$ cat src/design/imh_pkg.sv
// ----------------------------------------------------------------------------
// imh_pkg: shared types and constants of the indexed min-heap unit
// Request codes, status codes and default sizes.
// ----------------------------------------------------------------------------
package imh_pkg;

    localparam int DEF_CAPACITY  = 256;
    localparam int DEF_KEY_WIDTH = 32;
    localparam int ID_W          = 8;
    localparam int ID_COUNT      = 256;
    localparam int OUT_KEY_W     = 32;
    localparam int CNT_OUT_W     = 9;

    localparam logic [1:0] REQ_UPSERT = 2'd0;
    localparam logic [1:0] REQ_REMOVE = 2'd1;
    localparam logic [1:0] REQ_POP    = 2'd2;
    localparam logic [1:0] REQ_QUERY  = 2'd3;

    localparam logic [1:0] ST_OK    = 2'd0;
    localparam logic [1:0] ST_EMPTY = 2'd1;
    localparam logic [1:0] ST_FULL  = 2'd2;

endpackage

$ cat src/design/imh_pos_mem.sv
// ----------------------------------------------------------------------------
// imh_pos_mem: id to slot position map
// One entry per id; after reset the unit's clearing pass marks every id absent.
// ----------------------------------------------------------------------------
module imh_pos_mem
    import imh_pkg::*;
#(
    parameter int POS_W = 9
) (
    input  logic             i_clk,
    input  logic             i_we,
    input  logic [ID_W-1:0]  i_waddr,
    input  logic [POS_W-1:0] i_wdata,
    input  logic [ID_W-1:0]  i_raddr,
    output logic [POS_W-1:0] o_rdata
);

    logic [POS_W-1:0] r_mem [ID_COUNT];
    logic [POS_W-1:0] r_rdata;

    always_ff @(posedge i_clk) begin
        if (i_we) begin
            r_mem[i_waddr] <= i_wdata;
        end
        r_rdata <= r_mem[i_raddr];
    end

    assign o_rdata = r_rdata;

endmodule

$ cat config.mk
export PLATFORM = sky130hd
export DESIGN_NAME = imh_pos_mem
export DESIGN_NICKNAME = d
export VERILOG_FILES = /design/src/design/imh_pkg.sv /design/src/design/imh_pos_mem.sv
export SDC_FILE = /design/constraint.sdc
export NUM_CORES = 2
export LEC_CHECK = 0
export ABC_CLOCK_PERIOD_IN_PS = 7200
export BUFFER_PORTS_ARGS = -buffer_cell sky130_fd_sc_hd__buf_2
export CORE_MARGIN = 2
export CORE_UTILIZATION = 60
export CTS_CLUSTER_SIZE = 40
export DETAILED_ROUTE_END_ITERATION = 16
export GPL_TIMING_DRIVEN = 0
export PLACE_DENSITY_LB_ADDON = 0.15
export SYNTH_ARGS = -nofsm -noshare
export SYNTH_HDL_FRONTEND = slang
export SYNTH_SLANG_ARGS = --single-unit
$ cat constraint.sdc
create_clock -name i_clk -period 7.2 [get_ports i_clk]
set_input_delay 1.44 -clock i_clk [delete_from_list [all_inputs] [get_ports i_clk]]
set_output_delay 1.44 -clock i_clk [all_outputs]
set_load 0.02 [all_outputs]
==> metrics.yaml <==
setup_violations: 0
cts_buffers: 218
final_cells: 6627
power.density_nw_per_um2: 280
fill_cells: 9289
max_slew_margin_pct: -11.1
root_buffer: "clkbuf_16"
hp-start: "i_wdata[8]"
synth_top_area_share_pct: 77.5
synth.area.top_cells: "edfxtp_1 (77%), mux4_2 (12%), mux2i_1 (2.0%), a22oi_1 (1.5%), nor2_1 (1.3%)"
min-delay-path-class: "in2reg"
postRouteAntennaNets: 0
fin_crit_ns: 6.15
syn_nets: 4264
violations: "capacitance limit, slew limit"
ys_seq_elements: 2313
antenna_found_initial: 20
synth_cells: 4237
firstDrtPassIters: 6
grt_remaining_overflow: 0
grt_usage_pct: 37.2
status: "finished with violations"
tns_ns: 0
clk_path_buf_depth: 3
place_inst: 6212
gp_congestion: 1.06
crit_end: "o_rdata[0]$_DFF_P_"
syn_area_per_cell_um2: 21.1
grt_first_pass_wirelength_um: 376000
reg2reg_from: "r_mem[115][4]$_DFFE_PP_"
cp-start-kind: "input pin"
dieWidth_um: 390
drt-initial-drc-count: 8776
cp-end-kind: "register"
drv_cap: 11
ys_types: 57
via_count: 48500
cts_sinks: 2313
ctsHtreeMaxLevel: 4
synthToLayoutAreaGrowth_pct: 11.2
reg2regPathDepth: 6
crit_start: "i_raddr[1]"
rr_endpoint: "o_rdata[4]$_DFF_P_"
synthFlopType: "edfxtp_1"
ys_warn_count: 0
rsz0062_at_grt: "false"
drv_slew: 101
boundaryPins: 36
synth_edf_count: 2304
clock_skew_ns: 0.0548
power_mw: 27.8
yosysTopAreaCell: "edfxtp_1"
cts.reportedPaths.clkPinSlew_ns: 0.06
critPathKind: "in2reg"
cp_max_fo: 10
wire_per_inst_um: 42.4
hold_violations: 0
cp.arrival_ns: 6.78
nNetsFinal: 4530
clk_latency_ns: 0.88
start_util_pct: 60.5
period_share_pct: 85.4
seq_area_frac_synth_pct: 77.7
cts.repair.resized: 0
cts_setup_buffers: 0
synth_area_um2: 89300
tightest_slew_ns: 1.66
layout-drive-gt1-share_pct: 20.6
dieArea_um2: 152000
viasPerCell: 7.32
reg2reg_slack_ns: 2.81
postCtsHoldBufs: 0
drcViolationCount: 0
core-area_um2: 148000
leakagePower_nw: 30.8
cts_tree: "yes"
portBuffers: 27
synth-async-reset-ratio_pct: 0
rows: 141
cp.required_ns: 7.83
grt_pass1_vias: 45800
grt_max_degree: 152
die_y_um: 390
irDropWorstVdd_mv: 0.248
final_util_pct: 67.2
wl_um: 281000
clock.fmax_mhz: 163
dpl.hpwl_um: 185000
==> through the flow <==
stage                     cell area, um2  hold WS [ns]  setup slack (ns)
after floorplan                    89300         0.763              3.90
after global placement             91800          1.27             0.540
after detailed placement           92400          1.30             0.962
after CTS                          99300          1.04              1.85
after global routing               99300          1.04              1.46
final                              99300          1.03              1.05
==> kinds of logic after synthesis <==
kind of cell	after synthesis	synth area share, %
muxes	674	14.3
buffers and inverters	261	1.75
and+or+nand+nor	500	2.50
AOI/OAI and AO/OA	489	3.75
DFF	2313	77.7
==> state kept, by name, summed over array words and instances, names as in the netlist <==
register  count
o_rdata       9
r_mem      2304
==> placed cells by master, fill, tap and decap left out, types with 10 or more instances in the layout <==
| master | count |
|---|---|
| a21oi_1 | 98 |
| buf_6 | 26 |
| buf_2 | 75 |
| buf_4 | 29 |
| mux2_2 | 21 |
| a221oi_1 | 11 |
| nand2_1 | 40 |
| diode_2 | 13 |
| clkbuf_16 | 220 |
| nand3_1 | 31 |
| nand4_1 | 11 |
| nor2b_1 | 28 |
| a22oi_1 | 174 |
| buf_8 | 24 |
| a211oi_1 | 26 |
| a31oi_1 | 10 |
| o22ai_1 | 65 |
| clkbuf_1 | 176 |
| edfxtp_1 | 2304 |
| o221ai_1 | 35 |
| bufinv_16 | 16 |
| clkinv_2 | 33 |
| mux2i_1 | 177 |
| mux4_2 | 467 |
| nor3_1 | 21 |
| nor4_1 | 24 |
| buf_16 | 13 |
| buf_1 | 12 |
| clkinv_1 | 55 |
| o21ai_0 | 31 |
| nor2_1 | 301 |
==> worst max-delay path, cell delays in order <==
cell	delay, ns
buf_2	0.48
buf_4	0.38
buf_2	0.56
buf_2	0.74
mux4_2	0.40
a221oi_1	1.09
o32ai_1	0.45
nor3_1	0.81
nor4_1	0.38
==> cell type report <==
| cell class | count | area, um2 | area share [%] |
|---|---|---|---|
| antenna | 13 | 32.5 | 0.0328 |
| buffer | 259 | 1570 | 1.58 |
| clock buffer | 285 | 5750 | 5.79 |
| clock inverter | 116 | 1130 | 1.14 |
| inverter | 2 | 7.51 | 0.00756 |
| multi-input combinational | 1663 | 18400 | 18.5 |
| sequential | 2313 | 69400 | 69.9 |
| tap | 1930 | 2410 | 2.43 |
| timing repair buffer | 46 | 648 | 0.653 |
==> synthesized netlist by cell type (3+ instances only) <==
master and n:
clkbuf_1 120, nor2b_1 28, dfxtp_1 9, o21ai_0 31
mux4_2 467, a22o_1 8, mux4_1 9, a211o_1 3
a22oi_1 174, edfxtp_1 2304, o31a_1 8, a221oi_1 11
a32oi_1 3, o22ai_1 65, buf_6 26, a21oi_1 98
nor2_1 305, buf_2 54, mux2i_1 177, a31oi_1 10
buf_1 14, buf_4 28, o221ai_1 35, nor3b_1 3
nand3_1 31, o32ai_1 3, buf_8 12, a311oi_1 3
nand2_1 40, and3_1 3, nor4_1 27, buf_12 5
mux2_2 21, nand2b_1 9, or2_2 4, nand3b_1 3
a211oi_1 26, nand4_1 11, and3b_1 4, nor3_1 21
o21ai_1 5
==> worst min path at each step <==
stage	endpoint	slack [ns]	cells after the start
2_1_floorplan	o_rdata[4]$_DFF_P_	0.76	6
5_1_grt	r_mem[126][8]$_DFFE_PP_	1.04	1
3_5_place_dp	o_rdata[7]$_DFF_P_	1.30	6
3_3_place_gp	o_rdata[7]$_DFF_P_	1.27	6
6_report	r_mem[127][8]$_DFFE_PP_	1.03	1
4_1_cts	r_mem[127][8]$_DFFE_PP_	1.04	1
==> layer usage <==
metal / vias up / global-route usage (%) / wire length (um)
met5: - / 0 / 204
met4: 24 / 17.0 / 15500
met3: 743 / 16.2 / 46700
met2: 4231 / 53.0 / 122000
met1: 25200 / 50.2 / 96300
li1: 18300 / - / -
==> power breakdown <==
| part | internal [mW] | switching, mW |
|---|---|---|
| sequential | 14.8 | 0.00879 |
| combinational | 0.466 | 1.21 |
| clock | 6.21 | 5.04 |
| total | 21.5 | 6.25 |
No activity file was read; power rests on OpenSTA's default activity.
